File: src/rtl/core/pjc_pkg.sv
// shared types and constants of the joint angle pid controller
`timescale 1ns / 1ps

package pjc_pkg;

    localparam int GAIN_W      = 24;
    localparam int DUTY_W      = 8;
    localparam int REQ_W       = 2;
    localparam int REG_IDX_W   = 3;
    localparam int PADDR_W     = 5;
    localparam int PDATA_W     = 32;
    localparam int QUEUE_DEPTH = 4;
    localparam int QPTR_W      = $clog2(QUEUE_DEPTH);
    localparam int QCNT_W      = $clog2(QUEUE_DEPTH + 1);

    localparam logic [DUTY_W-1:0] SPEED_LIMIT_RESET = 8'd229;

    // request codes on the input channel
    localparam logic [REQ_W-1:0] REQ_TICK   = 2'd0;
    localparam logic [REQ_W-1:0] REQ_TARGET = 2'd1;
    localparam logic [REQ_W-1:0] REQ_SWAP   = 2'd2;

    // register indexes
    localparam logic [REG_IDX_W-1:0] REG_GAIN_P_FIRST  = 3'd0;
    localparam logic [REG_IDX_W-1:0] REG_GAIN_I_FIRST  = 3'd1;
    localparam logic [REG_IDX_W-1:0] REG_GAIN_D_FIRST  = 3'd2;
    localparam logic [REG_IDX_W-1:0] REG_GAIN_P_SECOND = 3'd3;
    localparam logic [REG_IDX_W-1:0] REG_GAIN_I_SECOND = 3'd4;
    localparam logic [REG_IDX_W-1:0] REG_GAIN_D_SECOND = 3'd5;
    localparam logic [REG_IDX_W-1:0] REG_CAL_OFFSET    = 3'd6;
    localparam logic [REG_IDX_W-1:0] REG_SPEED_LIMIT   = 3'd7;

    // command kinds passed from front to back
    typedef enum logic [1:0] {
        KIND_TICK,
        KIND_TARGET,
        KIND_SWAP
    } pjc_kind_t;

    localparam int KIND_W = 2;

    typedef struct packed {
        logic signed [GAIN_W-1:0] kp;
        logic signed [GAIN_W-1:0] ki;
        logic signed [GAIN_W-1:0] kd;
    } pjc_gains_t;

endpackage

File: src/rtl/core/pjc_queue.sv
// command queue between front and back
`timescale 1ns / 1ps

module pjc_queue
    import pjc_pkg::*;
#(
    parameter int WIDTH = 31
) (
    input  logic             clk,
    input  logic             rst_n,
    input  logic             push,
    input  logic [WIDTH-1:0] push_data,
    output logic             full,
    input  logic             pop,
    output logic             not_empty,
    output logic [WIDTH-1:0] head_data
);

    logic [WIDTH-1:0]  mem [QUEUE_DEPTH];
    logic [QPTR_W-1:0] wr_ptr_reg;
    logic [QPTR_W-1:0] rd_ptr_reg;
    logic [QCNT_W-1:0] count_reg;
    logic              do_push;
    logic              do_pop;

    assign full      = (count_reg == QCNT_W'(QUEUE_DEPTH));
    assign not_empty = (count_reg != '0);
    assign do_push   = push && !full;
    assign do_pop    = pop && not_empty;
    assign head_data = mem[rd_ptr_reg];

    always_ff @(posedge clk or negedge rst_n)
    begin
        if (!rst_n)
        begin
            wr_ptr_reg <= '0;
            rd_ptr_reg <= '0;
            count_reg  <= '0;
        end
        else
        begin
            if (do_push)
            begin
                wr_ptr_reg <= wr_ptr_reg + 1'b1;
            end
            if (do_pop)
            begin
                rd_ptr_reg <= rd_ptr_reg + 1'b1;
            end
            if (do_push && !do_pop)
            begin
                count_reg <= count_reg + 1'b1;
            end
            else if (do_pop && !do_push)
            begin
                count_reg <= count_reg - 1'b1;
            end
        end
    end

    always_ff @(posedge clk)
    begin
        if (do_push)
        begin
            mem[wr_ptr_reg] <= push_data;
        end
    end

endmodule

File: config.mk
export PLATFORM = sky130hd
export DESIGN_NAME = pjc_queue
export DESIGN_NICKNAME = d
export VERILOG_FILES = /design/src/rtl/core/pjc_pkg.sv /design/src/rtl/core/pjc_queue.sv
export SDC_FILE = /design/constraint.sdc
export NUM_CORES = 1
export LEC_CHECK = 0
export ABC_AREA = 1
export ABC_CLOCK_PERIOD_IN_PS = 2800
export BUFFER_PORTS_ARGS = -buffer_cell sky130_fd_sc_hd__buf_2
export CAP_MARGIN = 25
export CORE_ASPECT_RATIO = 2
export CORE_MARGIN = 5
export CORE_UTILIZATION = 45
export DETAILED_ROUTE_END_ITERATION = 6
export PLACE_DENSITY = 0.61
export SYNTH_ARGS = -nofsm -noshare
export SYNTH_HDL_FRONTEND = slang
export SYNTH_SLANG_ARGS = --single-unit
File: constraint.sdc
create_clock -name clk -period 2.8 [get_ports clk]
set_input_delay 0.84 -clock clk [delete_from_list [all_inputs] [get_ports clk]]
set_output_delay 0.84 -clock clk [all_outputs]
set_load 0.005 [all_outputs]
### Word-level counts from Yosys, hierarchy flattened

Memories as Yosys holds them, arrays and structs flattened.
Cells that the tools add are included.

* mux-type cells: 4
* add/subtract/negate cells: 4
* reductions and logical operators: 9
* equality and inequality tests: 1

Operators by type and width (count)
* $mux 3: 2
* $add 2x1->2 const B: 2
* $logic_and 1x1->1: 4
* $add 3x1->3 const B: 1
* $eq 3x3->1 const B: 1
* $logic_not 1->1: 3
* $reduce_bool 3->1: 1
* $sub 3x1->3 const B: 1
* $mux 1: 2
* $reduce_bool 2->1: 1

* memories kept: 1
* output and inout port bits: 33
* logic and storage cells: 22
* RAM bits: 124
* input bits: 35
* register bits after elaboration: 7

Memory list
* mem: depth 4, width 31, rd ports 1, clocked after Yosys merged registers in 0, write ports 1, RTL line pjc_queue.sv:19 `logic [WIDTH-1:0] mem [QUEUE_DEPTH];`

### Depth between registers and ports, before layout

Gate-level depths: netlist (run 1).

* depth after elaboration: 7
* gate-level depth with buffers: 12
* depth with buffers taken out: 12

### Worst setup path before layout (run 1)

No wires, ideal clock.

* kind: input to register
* start: in push
* end: mem mem[0][0] (enable)
* arrival time: 2299 ps
* library setup time: 419 ps
* slack: 82 ps
* data required time: 2381 ps
* path buffers: 0
* stages: 2
* cells stage by stage: nand2_1 nor2_1

* word-level cells in the longest chain between the ends: 3

Ends and longest elaborated chain
* start: declaration: RTL line pjc_queue.sv:11 `input logic push,`
* $logic_and 1x1->1: RTL line pjc_queue.sv:28 `assign do_push = push && !full;`
* $mux 1: RTL line pjc_queue.sv:63 `if (do_push)`
* $mux 1 (not written as such): RTL line pjc_queue.sv:65 `mem[wr_ptr_reg] <= push_data;`
* end: declaration: RTL line pjc_queue.sv:19

No other way between the ends.

### Worst setup path after layout (run 1)

* start: reg rd_ptr_reg[0]
* end: out head_data[16]

* word-level cells in the longest chain between the ends: 1

Ends and longest elaborated chain
* start: declaration: RTL line pjc_queue.sv:21 `logic [QPTR_W-1:0] rd_ptr_reg;`
* start signal: assignment: RTL line pjc_queue.sv:48 `rd_ptr_reg <= rd_ptr_reg + 1'b1;`
* $mem_v2 4x31
* end: declaration: RTL line pjc_queue.sv:16 `output logic [WIDTH-1:0] head_data`

No other way between the ends.

==> results.sh, run 1 <==
export IMPL_yosys_warnings=0
export IMPL_synth_top_area_frac=0.670
export IMPL_cts_root_buf="clkbuf_16"
export IMPL_cp_endpoint="head_data[16]"
export IMPL_die_y_um=167
export IMPL_start_kind="flop"
export IMPL_drt_iter0_drc=182
export IMPL_crit_path_cell_trace="inv_6, buf_4, nand2_1, o211ai_1, nand2_1, buf_2"
export IMPL_slowest_delay_ns=0.43
export IMPL_wirelength_mm=10.6
export IMPL_portBuffers=67
export IMPL_irDropWorstVdd_mv=0.521
export IMPL_num_vias=3208
export IMPL_drive_gt1_frac=0.293
export IMPL_synth_area_top_cells="edfxtp_1 67%, o211ai_2 8.8%, nand2_1 7.5%"
export IMPL_start_util=0.458
export IMPL_maxCapViolCount=0
export IMPL_cp_arrival_ns=1.76
export IMPL_synth_seq_cells=131
export IMPL_firstDrtPassIters=4
export IMPL_nNetsFinal=540
export IMPL_die_w_um=88.6
export IMPL_synth_cell_types=19
export IMPL_cts_tree="done"
export IMPL_worst_pin_slew_ns=0.493
export IMPL_gr_total_overflow=0
export IMPL_setup_viol=0
export IMPL_period_share=0.927
export IMPL_grt_pass1_wl_mm=17.1
export IMPL_coreArea_um2=12100
export IMPL_cts_reportedPaths_clkPinSlew_ns=0.05
export IMPL_gp_congestion=0.695
export IMPL_power_density_nw_per_um2=1100
export IMPL_rows=57
export IMPL_rr_endpoint="count_reg[2]"
export IMPL_drc=0
export IMPL_syn_cell_area_um2=5560
export IMPL_diodes=0
export IMPL_crit_top_cell="nand2_1"
export IMPL_synth_seq_area_share=0.701
export IMPL_post_route_min_period_ns=2.60
export IMPL_area_delta_synth_final_pct=21.3
export IMPL_reg2reg_from="count_reg[0]"
export IMPL_hold_viol_final=0
export IMPL_ant_nets=0
export IMPL_cp_slowest_cell="dfrtp_1"
export IMPL_finalSetupTns_ns=0
export IMPL_largest_register_ffs=124
export IMPL_status="complete, no violations"
export IMPL_setup_worst_path_start="rd_ptr_reg[0]"
export IMPL_fmax_ghz=0.385
export IMPL_grt_pass1_vias=3424
export IMPL_r2r_slack_ns=0.85
export IMPL_skew_ns=0.00606
export IMPL_dieArea_um2=14800
export IMPL_avgSynthCellArea_um2=13.2
export IMPL_cts_sinks=131
export IMPL_hpwl_mm=6.68
export IMPL_clock_path_buffers=2
export IMPL_required_ns=1.96
export IMPL_worstSetupPathType="reg2out"
export IMPL_antenna_found_initial=0
export IMPL_worstRegToRegCells=12
export IMPL_synth_nets=463
export IMPL_hold_ws_ns=0.265
export IMPL_slew_headroom=0.671
export IMPL_tritoncts_num_buffers=17
export IMPL_pin_count=68
export IMPL_wl_per_cell_um=16.1
export IMPL_gr_usage_all_layers=0.157
export IMPL_yosys_area_top_type="edfxtp_1"
export IMPL_drv_slew=0
export IMPL_num_fill_cells=1014
export IMPL_leakagePower_uw=0.00284
export IMPL_clk_latency_ns=0.40
export IMPL_cts_max_level=4
export IMPL_rsz0062_at_grt="false"
export IMPL_cp_max_fo=29
export IMPL_grt_max_degree=43
export IMPL_hold_path_class="in2async"
export IMPL_avgViaCountPerCell=4.87
export IMPL_end_kind="output port"
export IMPL_synth_cells=422
export IMPL_post_cts_buffers=0
-- layout by cell type, fill, tap and decap left out --
cell type     n
clkbuf_1      3
buf_12        5
clkinv_4      1
bufinv_16     5
fa_1          1
o211ai_1     23
buf_2        67
ha_1          5
inv_1        74
nand2_1     111
buf_4         6
clkinvlp_4    1
inv_2         3
edfxtp_1    124
inv_6         1
xnor2_1       1
o21ai_0       1
nor2_4        4
o211ai_2     39
nand4_1       1
clkinv_2      1
nand3_1       7
clkinv_1      4
dfrtp_1       7
clkbuf_16    17
-- through the flow --
stage                     setup slack (ns)  cell area, um2  power (uW)  std cells   util
final                                0.204            6740        7420        659  0.556
after global routing                0.0604            6740        7900        659  0.556
after CTS                            0.106            6740        7540        659  0.556
after detailed placement             0.552            6120        5220        627  0.505
after global placement               0.576            6120        5140        627  0.505
after floorplan                     0.0824            5560        4330        422      -
-- how the worst min path moves through the flow --
stage                       from       endpoint  slack (ns)  cells after the start
floorplan           count_reg[2]   count_reg[2]        0.46                      2
global placement    count_reg[2]   count_reg[2]        0.49                      2
detailed placement  count_reg[2]   count_reg[2]        0.50                      2
CTS                        rst_n  wr_ptr_reg[0]        0.25                      1
global route               rst_n  wr_ptr_reg[0]        0.27                      1
finish                     rst_n  wr_ptr_reg[0]        0.26                      1
-- timing repair --
item	CTS	global route
endpoints found under the hold margin	0	0
hold buffers	0	0
resized for setup	0	1
endpoints found under the setup margin	0	1
-- critical path: cells and delay by family, from the launching register on --
| family | cells | cell delay (ns) |
|---|---|---|
| and+or+nand+nor | 2 | 0.17 |
| DFF | 1 | 0.43 |
| buffers and inverters | 3 | 0.66 |
| AOI/OAI and AO/OA | 1 | 0.09 |
-- synthesized netlist by cell type, drive strengths merged --
cell,instances
buf,17
inv,78
nor2,4
nand2,111
o21ai,1
o211ai,62
clkbuf,3
nand3,7
xnor2,1
dfrtp,7
nand4,1
edfxtp,124
ha,5
fa,1
-- cells by family (layout without fill, tap and decap cells) --
logic type / after synthesis / after routing / share of synthesized area
flip-flops: 131 / 131 / 0.701
AND/OR/NAND/NOR: 123 / 123 / 0.0851
buffers and inverters: 98 / 188 / 0.0772
AO/OA/AOI/OAI: 63 / 63 / 0.120
adder cells (fa/ha/maj): 6 / 6 / 0.0149
XOR/XNOR: 1 / 1 / 0.00158
-- report_power, final --
group	switching, uW	leakage, uW	internal [uW]
Combinational	1480	0.00132	904
Clock	748	0.000298	1570
Sequential	139	0.00122	2590
Total	2360	0.00284	5060
-- layout make-up --
cell class                 count  area [um2]  area share
clock buffer                  20         437      0.0647
clock inverter                12         186      0.0276
inverter                      78         298      0.0442
multi-input combinational    193        1260       0.187
sequential                   131        3900       0.578
tap                          147         184      0.0273
timing repair buffer          78         480      0.0712
-- routing by layer --
layer  vias to the layer above  global-route usage  wire length (um)  share of wire
met3                        19              0.0364               320          0.030
met4                         0              0.0842               250          0.024
met1                      1525               0.165              4040           0.38
li1                       1605                   -                 -              -
met5                         -                   0                 0              0
met2                        59               0.280              5970           0.56
Note: power is estimated with default switching activity, not from simulation.
==> run 2: changes to the inputs <==
--- a/config.mk
+++ b/config.mk
@@ -11,2 +11,4 @@
 export CAP_MARGIN = 25
+export CELL_PAD_IN_SITES_DETAIL_PLACEMENT = 0
+export CELL_PAD_IN_SITES_GLOBAL_PLACEMENT = 1
 export CORE_ASPECT_RATIO = 2
@@ -15,3 +17,3 @@
 export DETAILED_ROUTE_END_ITERATION = 6
-export PLACE_DENSITY = 0.61
+export PLACE_DENSITY = 0.73
 export SYNTH_ARGS = -nofsm -noshare
--- a/constraint.sdc
+++ b/constraint.sdc
@@ -3,2 +3,2 @@
 set_output_delay 0.84 -clock clk [all_outputs]
-set_load 0.005 [all_outputs]
+set_load 0.02 [all_outputs]
==> results.sh, run 2 (same netlist as run 1, synthesis figures left out) <==
export IMPL_num_fill_cells=1007
export IMPL_period_share=0.941
export IMPL_setup_viol=0
export IMPL_power_uw=7700
export IMPL_clk_latency_ns=0.40
export IMPL_routed_wl_met3_um=345
export IMPL_firstDrtPassIters=4
export IMPL_slowest_delay_ns=0.42
export IMPL_cts_sinks=131
export IMPL_cp_slowest_cell="dfrtp_1"
export IMPL_leakagePower_uw=0.00284
export IMPL_die_y_um=167
export IMPL_wl_per_cell_um=15.5
export IMPL_cts_resized=0
export IMPL_coreArea_um2=12100
export IMPL_maxCapViolCount=0
export IMPL_drc=0
export IMPL_antenna_found_initial=0
export IMPL_die_w_um=88.6
export IMPL_grt_pass1_wl_mm=16.6
export IMPL_crit_path_cell_trace="inv_4, buf_12, nand2_1, o211ai_1, nand2_1, buf_2"
export IMPL_gr_usage_all_layers=0.149
export IMPL_end_kind="output port"
export IMPL_dieArea_um2=14800
export IMPL_nNetsFinal=541
export IMPL_rows=57
export IMPL_rsz0062_at_grt="false"
export IMPL_grt_max_degree=36
export IMPL_post_place_ws_ns=0.583
export IMPL_cts_root_buf="clkbuf_16"
export IMPL_grt_pass1_vias=3374
export IMPL_start_kind="flop"
export IMPL_met1_length_mm=3.93
export IMPL_wl_met2_mm=5.82
export IMPL_dr_max_layer_used="met4"
export IMPL_irDropWorstVdd_mv=0.713
export IMPL_required_ns=1.96
export IMPL_cts_reportedPaths_clkPinSlew_ns=0.05
export IMPL_layout_common_cells="124 x edfxtp_1, 111 x nand2_1, 74 x inv_1"
export IMPL_area_delta_synth_final_pct=21.6
export IMPL_seq_area_um2=3900
export IMPL_holdBufCountCts=0
export IMPL_tritoncts_num_buffers=17
export IMPL_drt_iter0_drc=142
export IMPL_slew_headroom=0.685
export IMPL_layout_setup_ws_ns=0.166
export IMPL_diodes=0
export IMPL_finalSetupTns_ns=0
export IMPL_drv_slew=0
export IMPL_cts_tree="done"
export IMPL_hold_path_class="in2async"
export IMPL_gp_congestion=0.744
export IMPL_gr_total_overflow=0
export IMPL_cp_arrival_ns=1.79
export IMPL_start_util=0.458
export IMPL_crit_top_cell="nand2_1"
export IMPL_skew_ns=0.0122
export IMPL_pin_count=68
export IMPL_status="complete, no violations"
export IMPL_worst_pin_slew_ns=0.473
export IMPL_multiInputGateArea_um2=1260
export IMPL_clock_path_buffers=2
export IMPL_cts_max_level=4
export IMPL_layout_commonest_cell="edfxtp_1"
export IMPL_fmax_ghz=0.380
export IMPL_num_vias=3269
export IMPL_wirelength_mm=10.2
export IMPL_cp_max_fo=35
export IMPL_post_cts_buffers=0
export IMPL_avgViaCountPerCell=4.95
export IMPL_worstSetupPathType="reg2out"
export IMPL_largest_register_ffs=124
export IMPL_post_route_min_period_ns=2.63
export IMPL_hpwl_mm=6.53
export IMPL_hold_viol_final=0
export IMPL_ant_nets=0
export IMPL_power_density_nw_per_um2=1140
export IMPL_portBuffers=67
export IMPL_drive_gt1_frac=0.306
-- run 2: cell types whose count changed in the layout (fill, tap and decap cells not counted), sizes merged --
cell / change
bufinv: -3
clkbuf: +3
clkinv: -3
clkinvlp: +3
buf: +1
-- run 2: critical path: cells and delay by family (launching register included) --
family	cells	cell delay, ns
AOI/OAI and AO/OA	1	0.10
DFF	1	0.42
and+or+nand+nor	2	0.16
buffers and inverters	3	0.70
-- run 2: power breakdown --
part	switching, uW	leakage, uW	total (uW)	internal, uW
clock network	741	0.000281	2140	1400
logic	1870	0.00133	2840	965
registers	132	0.00122	2720	2590
-- run 2: cell type report --
class                   instances  share of cell area
multi-input cells             193               0.186
well taps                     147              0.0272
inverters                      78              0.0437
repair buffers                 79              0.0778
clock inverters                 9              0.0156
clock buffers                  23              0.0722
flip-flops and latches        131               0.577
-- run 2: path summary, 6_finish.rpt --
check                         startpoint       endpoint  slack (ns)  cells past startpoint
setup / recovery           rd_ptr_reg[0]  head_data[25]        0.17                      6
hold / removal                     rst_n  wr_ptr_reg[1]        0.26                      1
setup reg to reg            count_reg[0]   count_reg[2]        0.98                     10
hold reg to reg             count_reg[2]   count_reg[2]        0.50                      2
max in group asynchronous          rst_n  rd_ptr_reg[1]        2.36                      1
min in group clk            count_reg[2]   count_reg[2]        0.50                      2
-- run 2: per-stage QoR --
stage	cell area [um2]	util	cells	hold slack (ns)
after floorplan	5560	-	422	0.463
after global placement	6160	0.508	628	0.476
after detailed placement	6160	0.508	628	0.492
after CTS	6760	0.557	660	0.259
after global routing	6760	0.557	660	0.266
final	6760	0.557	660	0.264
-- run 2: routing by layer --
layer  vias to the layer above  GRT usage
met2                        54      0.269
li1                       1604          -
met4                         0     0.0632
met1                      1601      0.164
met3                        10     0.0324
met5                         -          0
