`src/rtl/core/pjc_pkg.sv`:
```
// shared types and constants of the joint angle pid controller
`timescale 1ns / 1ps

package pjc_pkg;

    localparam int GAIN_W      = 24;
    localparam int DUTY_W      = 8;
    localparam int REQ_W       = 2;
    localparam int REG_IDX_W   = 3;
    localparam int PADDR_W     = 5;
    localparam int PDATA_W     = 32;
    localparam int QUEUE_DEPTH = 4;
    localparam int QPTR_W      = $clog2(QUEUE_DEPTH);
    localparam int QCNT_W      = $clog2(QUEUE_DEPTH + 1);

    localparam logic [DUTY_W-1:0] SPEED_LIMIT_RESET = 8'd229;

    // request codes on the input channel
    localparam logic [REQ_W-1:0] REQ_TICK   = 2'd0;
    localparam logic [REQ_W-1:0] REQ_TARGET = 2'd1;
    localparam logic [REQ_W-1:0] REQ_SWAP   = 2'd2;

    // register indexes
    localparam logic [REG_IDX_W-1:0] REG_GAIN_P_FIRST  = 3'd0;
    localparam logic [REG_IDX_W-1:0] REG_GAIN_I_FIRST  = 3'd1;
    localparam logic [REG_IDX_W-1:0] REG_GAIN_D_FIRST  = 3'd2;
    localparam logic [REG_IDX_W-1:0] REG_GAIN_P_SECOND = 3'd3;
    localparam logic [REG_IDX_W-1:0] REG_GAIN_I_SECOND = 3'd4;
    localparam logic [REG_IDX_W-1:0] REG_GAIN_D_SECOND = 3'd5;
    localparam logic [REG_IDX_W-1:0] REG_CAL_OFFSET    = 3'd6;
    localparam logic [REG_IDX_W-1:0] REG_SPEED_LIMIT   = 3'd7;

    // command kinds passed from front to back
    typedef enum logic [1:0] {
        KIND_TICK,
        KIND_TARGET,
        KIND_SWAP
    } pjc_kind_t;

    localparam int KIND_W = 2;

    typedef struct packed {
        logic signed [GAIN_W-1:0] kp;
        logic signed [GAIN_W-1:0] ki;
        logic signed [GAIN_W-1:0] kd;
    } pjc_gains_t;

endpackage

```
`src/rtl/core/pjc_front.sv`:
```
// front end: accepts words, calibrates the angle and forms the wrapped error
`timescale 1ns / 1ps

module pjc_front
    import pjc_pkg::*;
#(
    parameter int ANGLE_BITS = 14
) (
    input  logic                         clk,
    input  logic                         rst_n,
    input  logic                         in_valid,
    output logic                         in_ready,
    input  logic [REQ_W-1:0]             req_type,
    input  logic [ANGLE_BITS-1:0]        target_angle,
    input  logic [ANGLE_BITS-1:0]        encoder_angle,
    input  logic                         encoder_valid,
    input  logic [ANGLE_BITS-1:0]        cal_offset,
    input  logic                         queue_full,
    output logic                         push,
    output pjc_kind_t                    push_kind,
    output logic [ANGLE_BITS-1:0]        push_angle,
    output logic signed [ANGLE_BITS:0]   push_err
);

    localparam int DIFF_W = ANGLE_BITS + 2;
    localparam logic signed [DIFF_W-1:0] HALF = DIFF_W'(1) <<< (ANGLE_BITS - 1);
    localparam logic signed [DIFF_W-1:0] TURN = DIFF_W'(1) <<< ANGLE_BITS;

    logic [ANGLE_BITS-1:0]     target_reg;
    logic [ANGLE_BITS-1:0]     held_angle_reg;
    logic [ANGLE_BITS-1:0]     cal_angle;
    logic [ANGLE_BITS-1:0]     angle;
    logic signed [DIFF_W-1:0]  diff;
    logic signed [DIFF_W-1:0]  wrapped;
    logic                      accept;
    logic                      known_req;

    assign in_ready  = !queue_full;
    assign accept    = in_valid && in_ready;
    assign cal_angle = encoder_angle + cal_offset;
    assign angle     = encoder_valid ? cal_angle : held_angle_reg;
    assign diff      = $signed({2'b00, target_reg}) - $signed({2'b00, angle});

    always_comb
    begin
        wrapped = diff;
        if (diff > HALF)
        begin
            wrapped = diff - TURN;
        end
        else if (diff < -HALF)
        begin
            wrapped = diff + TURN;
        end
    end

    always_comb
    begin
        known_req = 1'b1;
        push_kind = KIND_TICK;
        unique case (req_type)
            REQ_TICK:   push_kind = KIND_TICK;
            REQ_TARGET: push_kind = KIND_TARGET;
            REQ_SWAP:   push_kind = KIND_SWAP;
            default:    known_req = 1'b0;
        endcase
    end

    assign push       = accept && known_req;
    assign push_angle = angle;
    assign push_err   = wrapped[ANGLE_BITS:0];

    always_ff @(posedge clk or negedge rst_n)
    begin
        if (!rst_n)
        begin
            target_reg     <= '0;
            held_angle_reg <= '0;
        end
        else if (accept)
        begin
            if (req_type == REQ_TARGET)
            begin
                target_reg <= target_angle;
            end
            if (req_type == REQ_TICK && encoder_valid)
            begin
                held_angle_reg <= cal_angle;
            end
        end
    end

endmodule

```
`config.mk`:
```
export PLATFORM = sky130hd
export DESIGN_NAME = pjc_front
export DESIGN_NICKNAME = d
export VERILOG_FILES = /design/src/rtl/core/pjc_pkg.sv /design/src/rtl/core/pjc_front.sv
export SDC_FILE = /design/constraint.sdc
export NUM_CORES = 1
export LEC_CHECK = 0
export BUFFER_PORTS_ARGS = -buffer_cell sky130_fd_sc_hd__buf_2
export CAP_MARGIN = 15
export CORE_MARGIN = 1.5
export CORE_UTILIZATION = 45
export CTS_CLUSTER_SIZE = 30
export DETAILED_ROUTE_END_ITERATION = 6
export PLACE_DENSITY = 0.78
export SLEW_MARGIN = 25
export SYNTH_ARGS = -nofsm -noshare
export SYNTH_HDL_FRONTEND = slang
export SYNTH_SLANG_ARGS = --single-unit
```
`constraint.sdc`:
```
create_clock -name clk -period 6.63 [get_ports clk]
set_clock_uncertainty 0.15 [all_clocks]
set_input_delay 0.663 -clock clk [delete_from_list [all_inputs] [get_ports clk]]
set_output_delay 0.663 -clock clk [all_outputs]
set_load 0.005 [all_outputs]
```
# Word level (Yosys, flattened, before mapping)
# Cells that the tools add are included.
[op_classes] add_sub_neg=4 shift=0 n_eq_ne=2 n_reduce_logical=8 bitwise=0 muxes=5 magnitude_cmp=2 n_div=0 mul=0
[ops] operator="$mux W15" n=2
[ops] operator="$add A15 B15 Y15 const B" n=1
[ops] operator="$gt A15 B15 Y1 const B" n=1
[ops] operator="$lt A15 B14 Y1 const B" n=1
[ops] operator="$sub A14 B14 Y15" n=1
[ops] operator="$sub A15 B15 Y15 const B" n=1
[ops] operator="$add A14 B14 Y14" n=1
[ops] operator="$mux W14" n=1
[ops] operator="$pmux W2 S2" n=1
[ops] operator="$reduce_and A2 Y1" n=2
[ops] operator="$logic_and A1 B1 Y1" n=3
[ops] operator="$reduce_or A3 Y1" n=1
[ops] operator="$eq A2 B1 Y1 const B" n=1
[ops] operator="$eq A2 B2 Y1 const B" n=1
[ops] operator="$logic_not A2 Y1" n=1
[ops] operator="$logic_not A1 Y1" n=1
[ops] operator="$mux W1" n=1
[totals] latchBits=0 ramBits=0 output_inout_bits=33 memories=0 romBits=0 register_bits=28

# Depth between registers and ports, before layout
# Gate-level depths: netlist of the first run.
[depth] depth_word=6 mapped_depth=17 ltp_nobuf=16

# Worst setup path before layout of the first run
# Ideal clock, no wire load.
[synth_path] kind="input to output" startpoint="input port encoder_angle[0]" endpoint="output port push_err[14]" slack_ps=1968 required_ps=5817 t_arrival_ps=3849 cell_stages=15 path_cell_list="ha_1 fa_1 a21o_1 a22o_1 o41ai_2 o21bai_1 a21oi_1 xnor2_1 mux2i_1 ha_1 buf_6 nand3_1 or3_4 a2111oi_2 a31oi_1"
[synth_between] elab_chain_cells=6 elab_cells_between_ends=9 cone_classes="add/sub (4); order compare (2); mux (3)"
[synth_lines] element="start: declaration" line_no="pjc_front.sv:15" text="input logic [ANGLE_BITS-1:0] encoder_angle,"
[synth_lines] element="$add A14 B14 Y14 (*)" line_no="pjc_front.sv:40" text="assign cal_angle = encoder_angle + cal_offset;"
[synth_lines] element="$mux W14 (*)" line_no="pjc_front.sv:41" text="assign angle = encoder_valid ? cal_angle : held_angle_reg;"
[synth_lines] element="$sub A14 B14 Y15 (*)" line_no="pjc_front.sv:42" text="assign diff = $signed({2'b00, target_reg}) - $signed({2'b00, angle});"
[synth_lines] element="$add A15 B15 Y15 or $lt A15 B14 Y1 (tied branches)" line_no="pjc_front.sv:53, pjc_front.sv:51"
[synth_lines] element="$mux W15" line_no="pjc_front.sv:51" text="else if (diff < -HALF)"
[synth_lines] element="$mux W15 (*)" line_no="pjc_front.sv:47" text="if (diff > HALF)"
[synth_lines] element="end: declaration" line_no="pjc_front.sv:22" text="output logic signed [ANGLE_BITS:0] push_err"
# Mark *: on every way between the ends. The rest lies on a longest branch, timed or not.

# Worst setup path in the final report of the first run
# Ends and elaborated chain as after synthesis.

==> results of run 1 <==
==> placed cells by master (no fill, tap or decap), types with 14 or more instances in the layout <==
cell and instances:
sky130_fd_sc_hd__nor2_1 29, sky130_fd_sc_hd__a21oi_1 19, sky130_fd_sc_hd__ha_1 27, sky130_fd_sc_hd__buf_2 81, sky130_fd_sc_hd__xnor2_1 14, sky130_fd_sc_hd__nand2_1 39, sky130_fd_sc_hd__mux2_2 20, sky130_fd_sc_hd__dfrtp_1 28
sky130_fd_sc_hd__o21ai_0 16, sky130_fd_sc_hd__inv_1 25
==> worst register-to-register path, cell delays in order, from the launching register on <==
cell and delay (ns):
sky130_fd_sc_hd__dfrtp_1 0.39, sky130_fd_sc_hd__nand2_1 0.05, sky130_fd_sc_hd__o21ai_0 0.09, sky130_fd_sc_hd__a21o_1 0.17
==> metal layers <==
metal / GRT usage, % / vias up / part of all wire [%]
met1: 24.2 / 1154 / 42
met3: 3.43 / 6 / 5.1
met2: 39.0 / 79 / 52
li1: - / 1253 / -
met5: 0 / - / 0
met4: 5.00 / 0 / 0.98
==> logic make-up (layout without fill, tap and decap cells) <==
kind of cell    after synthesis  in the layout  share of synthesized area, %
simple gates                100            100                          17.5
compound gates               70             70                          17.6
mux                          33             33                          13.3
buf+inv                      33            110                          5.21
fa+ha+maj                    29             29                          14.2
flops                        28             28                          26.3
xor+xnor                     18             18                          5.92
==> metrics by stage <==
step | hold slack, ns | power, mW | util (%) | cells | area, sq um
CTS | 0.261 | 0.986 | 56.5 | 460 | 3170
global route | 0.285 | 1.08 | 56.5 | 460 | 3170
detailed placement | 0.317 | 0.874 | 55.5 | 456 | 3110
floorplan | 0.217 | 0.676 | - | 311 | 2660
finish | 0.242 | 0.983 | 56.5 | 460 | 3170
global placement | 0.305 | 0.856 | 55.5 | 456 | 3110
==> area by class of cell <==
cell class / count / area share, %
Clock buffer: 4 / 1.74
Inverter: 25 / 2.96
Multi-Input combinational cell: 250 / 57.6
Sequential cell: 28 / 22.1
Tap cell: 72 / 2.84
Timing Repair Buffer: 81 / 12.8
==> Yosys cell counts (all sizes together) (4+ instances only) <==
master / count / area (sq um)
xnor2: 14 / 123
dfrtp: 28 / 701
a21oi: 19 / 95.1
o21a: 4 / 30.0
xor2: 4 / 35.0
nor2: 29 / 109
mux2: 20 / 225
nor3: 8 / 45.0
buf: 5 / 33.8
nand2: 39 / 146
inv: 25 / 93.8
a21o: 9 / 67.6
nor2b: 7 / 43.8
o21ai: 16 / 80.1
mux2i: 13 / 130
ha: 27 / 338
==> power groups by stage <==
| stage | combinational [mW] | sequential, mW | clock (mW) |
|---|---|---|---|
| floorplan | 0.442 | 0.234 | 0 |
| global placement | 0.616 | 0.240 | 0 |
| detailed placement | 0.630 | 0.244 | 0 |
| CTS | 0.634 | 0.240 | 0.111 |
| global route | 0.712 | 0.244 | 0.119 |
| finish | 0.633 | 0.240 | 0.109 |
==> path summary, 6_finish.rpt <==
check	from	cells after the start	end
setup / recovery	encoder_angle[0]	18	push_err[14]
hold / removal	rst_n	1	held_angle_reg[11]
setup reg to reg	held_angle_reg[11]	3	held_angle_reg[11]
hold reg to reg	held_angle_reg[12]	2	held_angle_reg[12]
max in group asynchronous	rst_n	1	target_reg[5]
min in group clk	held_angle_reg[12]	2	held_angle_reg[12]
==> metrics list, run 1 <==
* Antenna violations before repair: 0
- Pre-Repair DR Iteration Count: 4
* Slew headroom: about half
- List of cells traversed by the critical path: buf_2, ha_1, fa_1, a21o_1, a22o_1, o41ai_2, o21bai_1, a21oi_1, xnor2_1, mux2i_1, ha_1, a21oi_1, o21a_1, a2111oi_0, nand4bb_1, a2111oi_2, a31oi_1, buf_2
- Setup violations remaining at the end of the flow were counted as 0.
- Dividing the final minimum period by the clock period gives 82.2%.
* Buffers plus inverters on the worst setup path: 2
* Die width: 79.9 um
* Root buffer cell: sky130_fd_sc_hd__clkbuf_8
- For this design the ratio of total power to cell area is 310 nW/um^2.
- The worst setup path is of the in2out kind.
* Sequential share of the synthesized area: 26.3%
- Area used by multi-input combinational logic: approximately 1800 sq um
- Of all flip-flops after synthesis, the portion carrying an async set or reset was 100%.
- Setup slack after placement: around 1.2 ns
- Deepest clock path buffer count: 2
* Standard-cell row count: 27
- Floorplan core area: 5610 sq um
- Leakage power total: 1.66 nW
- Maximum clock frequency: 184 MHz
* Final Critical Period: 5.45 ns
* Number of instances in the synthesized netlist: 311
- In this run, the number of DRC markers left after iteration 0 of detailed routing was approximately 130.
* Combinational power share: between 60% and 70%
* Flop-to-flop setup slack: 5.68 ns
- After global routing the overflow that remains totals 0.
- Proportion of layout cells with a drive suffix above 1: around 29%
* Count of final max-slew check failures: 0
* Count of input and output buffers: 81
* Number of sinks on the clock net: 28
* Largest stage delay, worst path: 0.45 ns
* HPWL Detailed: 5290 um
- Synthesis instantiated approximately 50 different standard cells from the library.
- Reported net switching power: 0.423 mW
- The clock reaches the later pin of the worst-skew pair after 0.28 ns.
- Run status: completed
- Data required time at the worst endpoint: 5.82 ns
* Internal: about 0.56 mW
* Number of buffers inserted by hold repair at cts: 0
* Clock tree from TritonCTS: done
* Filler cell count: 545
- #FFs+latches synth: 28
- Cell area after technology mapping: between 2000 and 3000 sq um
* Net switching fraction of the power: 43.0%
- The cell family contributing the most delay on the critical path is compound AO/OA/AOI/OAI gates.
- HP Class: in2async
- In the synthesized netlist the dominant register cell turns out to be sky130_fd_sc_hd__dfrtp_1.
* Register share of total power: 24.5%
- Placer Congestion: 0.863
- Post-route DRC violation count: 0
- Final number of hold-violating endpoints: 0
- After clock tree synthesis, the setup repair step added 0 buffers.
- Number of H-tree levels: 1
- CP max stage cell: sky130_fd_sc_hd__a2111oi_0
* Aggregate routed wire length: 6400 um
- Number of enable-type register cells in the synthesized netlist: 0
* Die height: 79.9 um
* RSZ-0062 raised after global routing: false
- The die covers 6390 sq um.
- Once routing completed, OpenROAD measured the worst setup slack at 1.18 ns.
- A synthesized cell averages 8.57 sq um.
- Total routing usage reported by global routing: 20.8%
* Layout overhead on the synthesized area: 19.0%
* Number of global-route vias before repair: 2407
- CTS-repair resized insts: 0
- Wire length of the first global-routing pass: 10500 um
- Across the run, the number of max-cap violations was 0.
- For this configuration, the core starts out at a cell density of 47.5%.
- Net count of the mapped netlist: 389
- Count of vias placed by the detailed router: 2492
* Crit path DAT: approximately 4.6 ns
- During synthesis, Yosys emitted a total of 0 warnings.
- Clock-pin transition on the worst setup and hold timing paths: 0.10 ns
* Largest fanout on the critical path: 6
- STA classifies the critical path startpoint as an input pin.
- For the pin with the worst max-slew slack, the measured transition is 0.747 ns.
- In the routed layout, each cell is associated on average with a via count of about 5.4.
- Final total negative setup slack: 0 ns
- Post-layout net count: roughly 470
- Max IR drop VDD: 0.000189 V
- Largest net degree at the start of global routing: 29
* Antenna Diode Count: 0
* Boundary Pins: 82
* Remaining antenna violation count after routing: 0
- Worst Setup End Kind: output port
* TritonCTS Buffers: 3
- Average detailed-routed wire length per instance: 13.9 um
- Clk pwr share: 11.1%
* Reg area: 701 sq um
No activity file was read; power rests on OpenSTA's default activity.
==> run 2, diff against run 1 <==
==> constraint.sdc (replaced) <==
create_clock -name clk -period 5.7 [get_ports clk]
set_clock_uncertainty 0.15 [all_clocks]
set_input_delay 0.57 -clock clk [delete_from_list [all_inputs] [get_ports clk]]
set_output_delay 0.57 -clock clk [all_outputs]
set_load 0.005 [all_outputs]
==> run 2 against run 1 <==
Against the previous run:
- register-to-register slack got worse by 0.92 ns
- power rose by 15%
- global-route usage rose by 0.13 points
- worst setup slack got worse by 0.69 ns
- critical endpoint unchanged
- non-clock buffer count rose by 1
- highest routed layer unchanged
- combinational power rose by 15%
- wire length fell by 1.1%
- sequential share of layout area fell by 0.052 points
- via count fell by 0.84%
- final area rose by 0.24%
==> metrics list, run 2 (synthesized netlist as in run 1, its figures left out) <==
- Final total negative setup slack: 0 ns (unchanged)
- The final core area utilization came to 56.6% (was 56.5%).
- Maximum clock frequency: 192 MHz
* Crit path DAT: 4.49 ns (was 4.63 ns)
* Aggregate routed wire length: 6340 um (was 6400 um)
* Count of input and output buffers: 81 (unchanged)
* Number of buffers inserted by hold repair at cts: 0 (unchanged)
* Number of DRC violations after detailed-routing iteration 0: 108 (was 134)
- Commonest cells after routing, fill and taps aside: sky130_fd_sc_hd__buf_2, sky130_fd_sc_hd__nand2_1, sky130_fd_sc_hd__nor2_1, sky130_fd_sc_hd__dfrtp_1, sky130_fd_sc_hd__ha_1 (unchanged).
- Pin slew with the least headroom to its limit: 0.750 ns (was 0.747 ns)
- Global Route met1 Usage: 25.4% (was 24.2%)
- Remaining global-route overflow: 0 (unchanged)
- The critical path launch point type is an input pin (unchanged).
* Placer Congestion: 0.853 (was 0.863)
* Number of H-tree levels: 1 (unchanged)
- Max IR drop VDD: 0.000200 V (was 0.000189 V)
- The required arrival time at the worst endpoint is 4.98 ns (was 5.82 ns).
* Most used routing layer: met2 (unchanged)
- The clock transition time at the flip-flop clock pins of the worst setup and hold paths was 0.10 ns (about the same).
- The die height came to 79.9 um (unchanged).
- Final Critical Period: between 5 and 6 ns
- Summed area of non-filler cells in the final layout: 3180 sq um (was 3170 sq um)
- Grt met3 use: 3.66% (was 3.43%)
- The leakage power of the design is 1.66 nW (about the same).
- The power density over the cells came to 357 nW/um^2 (was 310 nW/um^2).
* Post-layout net count: 468 (was 467)
- Post-route DRC violation count: 0 (unchanged)
- Count of vias placed by the detailed router: 2471 (was 2492)
- The number of setup violations in the final report is 0 (unchanged).
* Clock insertion delay at the later pin of the skew report: 0.28 ns (about the same)
- The critical path capture point type is an output port (unchanged).
- The deepest clock path buffer count came to 2 (unchanged).
- The cell area after placement was 3120 sq um (was 3110 sq um).
- Met2 global-route usage: 37.4% (was 39.0%)
* TritonCTS Buffers: 3 (unchanged)
- Die width: 79.9 um (unchanged)
* Depth of the worst register-to-register path: 1 (was 3)
* Count of final max-slew check failures: 0 (unchanged)
* RSZ-0062 raised after global routing: false (unchanged)
- Average detailed-routed wire length per instance: 13.7 um (was 13.9 um)
- The category of the critical setup timing path is in2out (unchanged).
- HP Class: in2async (unchanged)
- The number of resized instances in the post-cts repair step is 0 (unchanged).
* HPWL Detailed: 5210 um (was 5290 um)
- The total clock sinks came to 28 (unchanged).
- Floorplan core area: 5610 sq um (unchanged)
- The number of core rows is 27 (unchanged).
- Worst reg2reg path endpoint: target_reg[8] (was held_angle_reg[11])
- The count of endpoints failing hold in the final timing report was 0 (unchanged).
- Pre-Repair DR Iteration Count: 4 (unchanged)
- The starting density of the core came to 47.5% (unchanged).
- The pin count of the biggest net entering global routing was 29 (unchanged).
* Root buffer cell: sky130_fd_sc_hd__clkbuf_8 (unchanged)
- Antenna Diode Count: 0 (unchanged)
- The startpoint of the lowest-slack register-to-register path is target_reg[8] (was held_angle_reg[11]).
- Final worst path period share: 91.4%
- Antenna violations before repair: 0 (unchanged)
* Flop-to-flop setup slack: 4.76 ns (was 5.68 ns)
- Run status: completed (unchanged).
- Most common library cell in the layout ignoring fill and taps: sky130_fd_sc_hd__buf_2 (unchanged)
- The total track usage is 20.9% (was 20.8%).
- Slew headroom: 50.0% (was 50.2%)
* Remaining antenna violation count after routing: 0 (unchanged)
* Clock tree from TritonCTS: done (unchanged)
- The number of top-level pins came to 82 (unchanged).
- Largest fanout on the critical path: 6 (unchanged)
- Layout overhead on the synthesized area: 19.3% (was 19.0%)
- The floorplan die area is 6390 sq um (unchanged).
* Wire length of the first global-routing pass: 10600 um (was 10500 um)
- The mean number of vias per cell was 5.36 (was 5.42).
- The number of max-cap violations was 0 (unchanged).
- Number of buffers inserted to repair setup after CTS: 0 (unchanged)
- The share of final-layout standard cells stronger than drive strength 1 is 29.3% (was 29.1%).
* Number of global-route vias before repair: 2367 (was 2407)
run 2: worst max-delay path by stage:
stage	slack, ns	to	start
after global placement	0.59	push_err[14]	encoder_angle[0]
after global routing	0.16	push_err[14]	encoder_angle[0]
after detailed placement	0.53	push_err[14]	encoder_angle[0]
final	0.49	push_err[14]	encoder_angle[0]
after CTS	0.51	push_err[14]	encoder_angle[0]
after floorplan	1.22	push_err[14]	encoder_angle[0]
run 2: area by class of cell:
type                       count  area [sq um]
sequential                    28           701
timing repair buffer          82           413
multi-input combinational    250          1820
inverter                      25          93.8
fill                         543          2430
clock buffer                   4          55.1
tap                           72          90.1
run 2: where the power goes:
group / total, mW / internal (mW) / switching (mW) / leakage (nW)
clock network: 0.126 / 0.0620 / 0.0640 / 0.0288
registers: 0.279 / 0.248 / 0.0301 / 0.345
logic: 0.730 / 0.340 / 0.389 / 1.29
run 2: per-layer routing:
layer | share of wire [%] | wire length, um | up-vias
met1 | 44 | 2800 | 1147
met3 | 4.2 | 269 | 10
li1 | - | - | 1254
met2 | 50 | 3170 | 60
met4 | 1.6 | 101 | 0
met5 | 0 | 0 | -
run 2: metrics by stage:
| stage | hold WS [ns] | setup slack (ns) | total power, mW | std cells |
|---|---|---|---|---|
| finish | 0.156 | 0.490 | 1.13 | 461 |
| CTS | 0.171 | 0.507 | 1.14 | 461 |
| detailed placement | 0.315 | 0.529 | 1.01 | 457 |
| global placement | 0.305 | 0.589 | 0.996 | 457 |
| global route | 0.184 | 0.156 | 1.24 | 461 |
| floorplan | 0.124 | 1.22 | 0.787 | 311 |
run 2: worst max-delay path, stage by stage:
cell and delay [ns]:
sky130_fd_sc_hd__buf_2 0.10, sky130_fd_sc_hd__ha_1 0.21, sky130_fd_sc_hd__fa_1 0.40, sky130_fd_sc_hd__a21o_1 0.19
sky130_fd_sc_hd__a22o_1 0.23, sky130_fd_sc_hd__o41ai_2 0.37, sky130_fd_sc_hd__o21bai_1 0.11, sky130_fd_sc_hd__a21oi_1 0.18
sky130_fd_sc_hd__xnor2_1 0.11, sky130_fd_sc_hd__mux2i_1 0.20, sky130_fd_sc_hd__ha_1 0.29, sky130_fd_sc_hd__a21oi_1 0.16
sky130_fd_sc_hd__o21a_1 0.22, sky130_fd_sc_hd__a2111oi_0 0.49, sky130_fd_sc_hd__nand4bb_1 0.18, sky130_fd_sc_hd__a2111oi_2 0.22
sky130_fd_sc_hd__a31oi_1 0.12, sky130_fd_sc_hd__buf_2 0.13
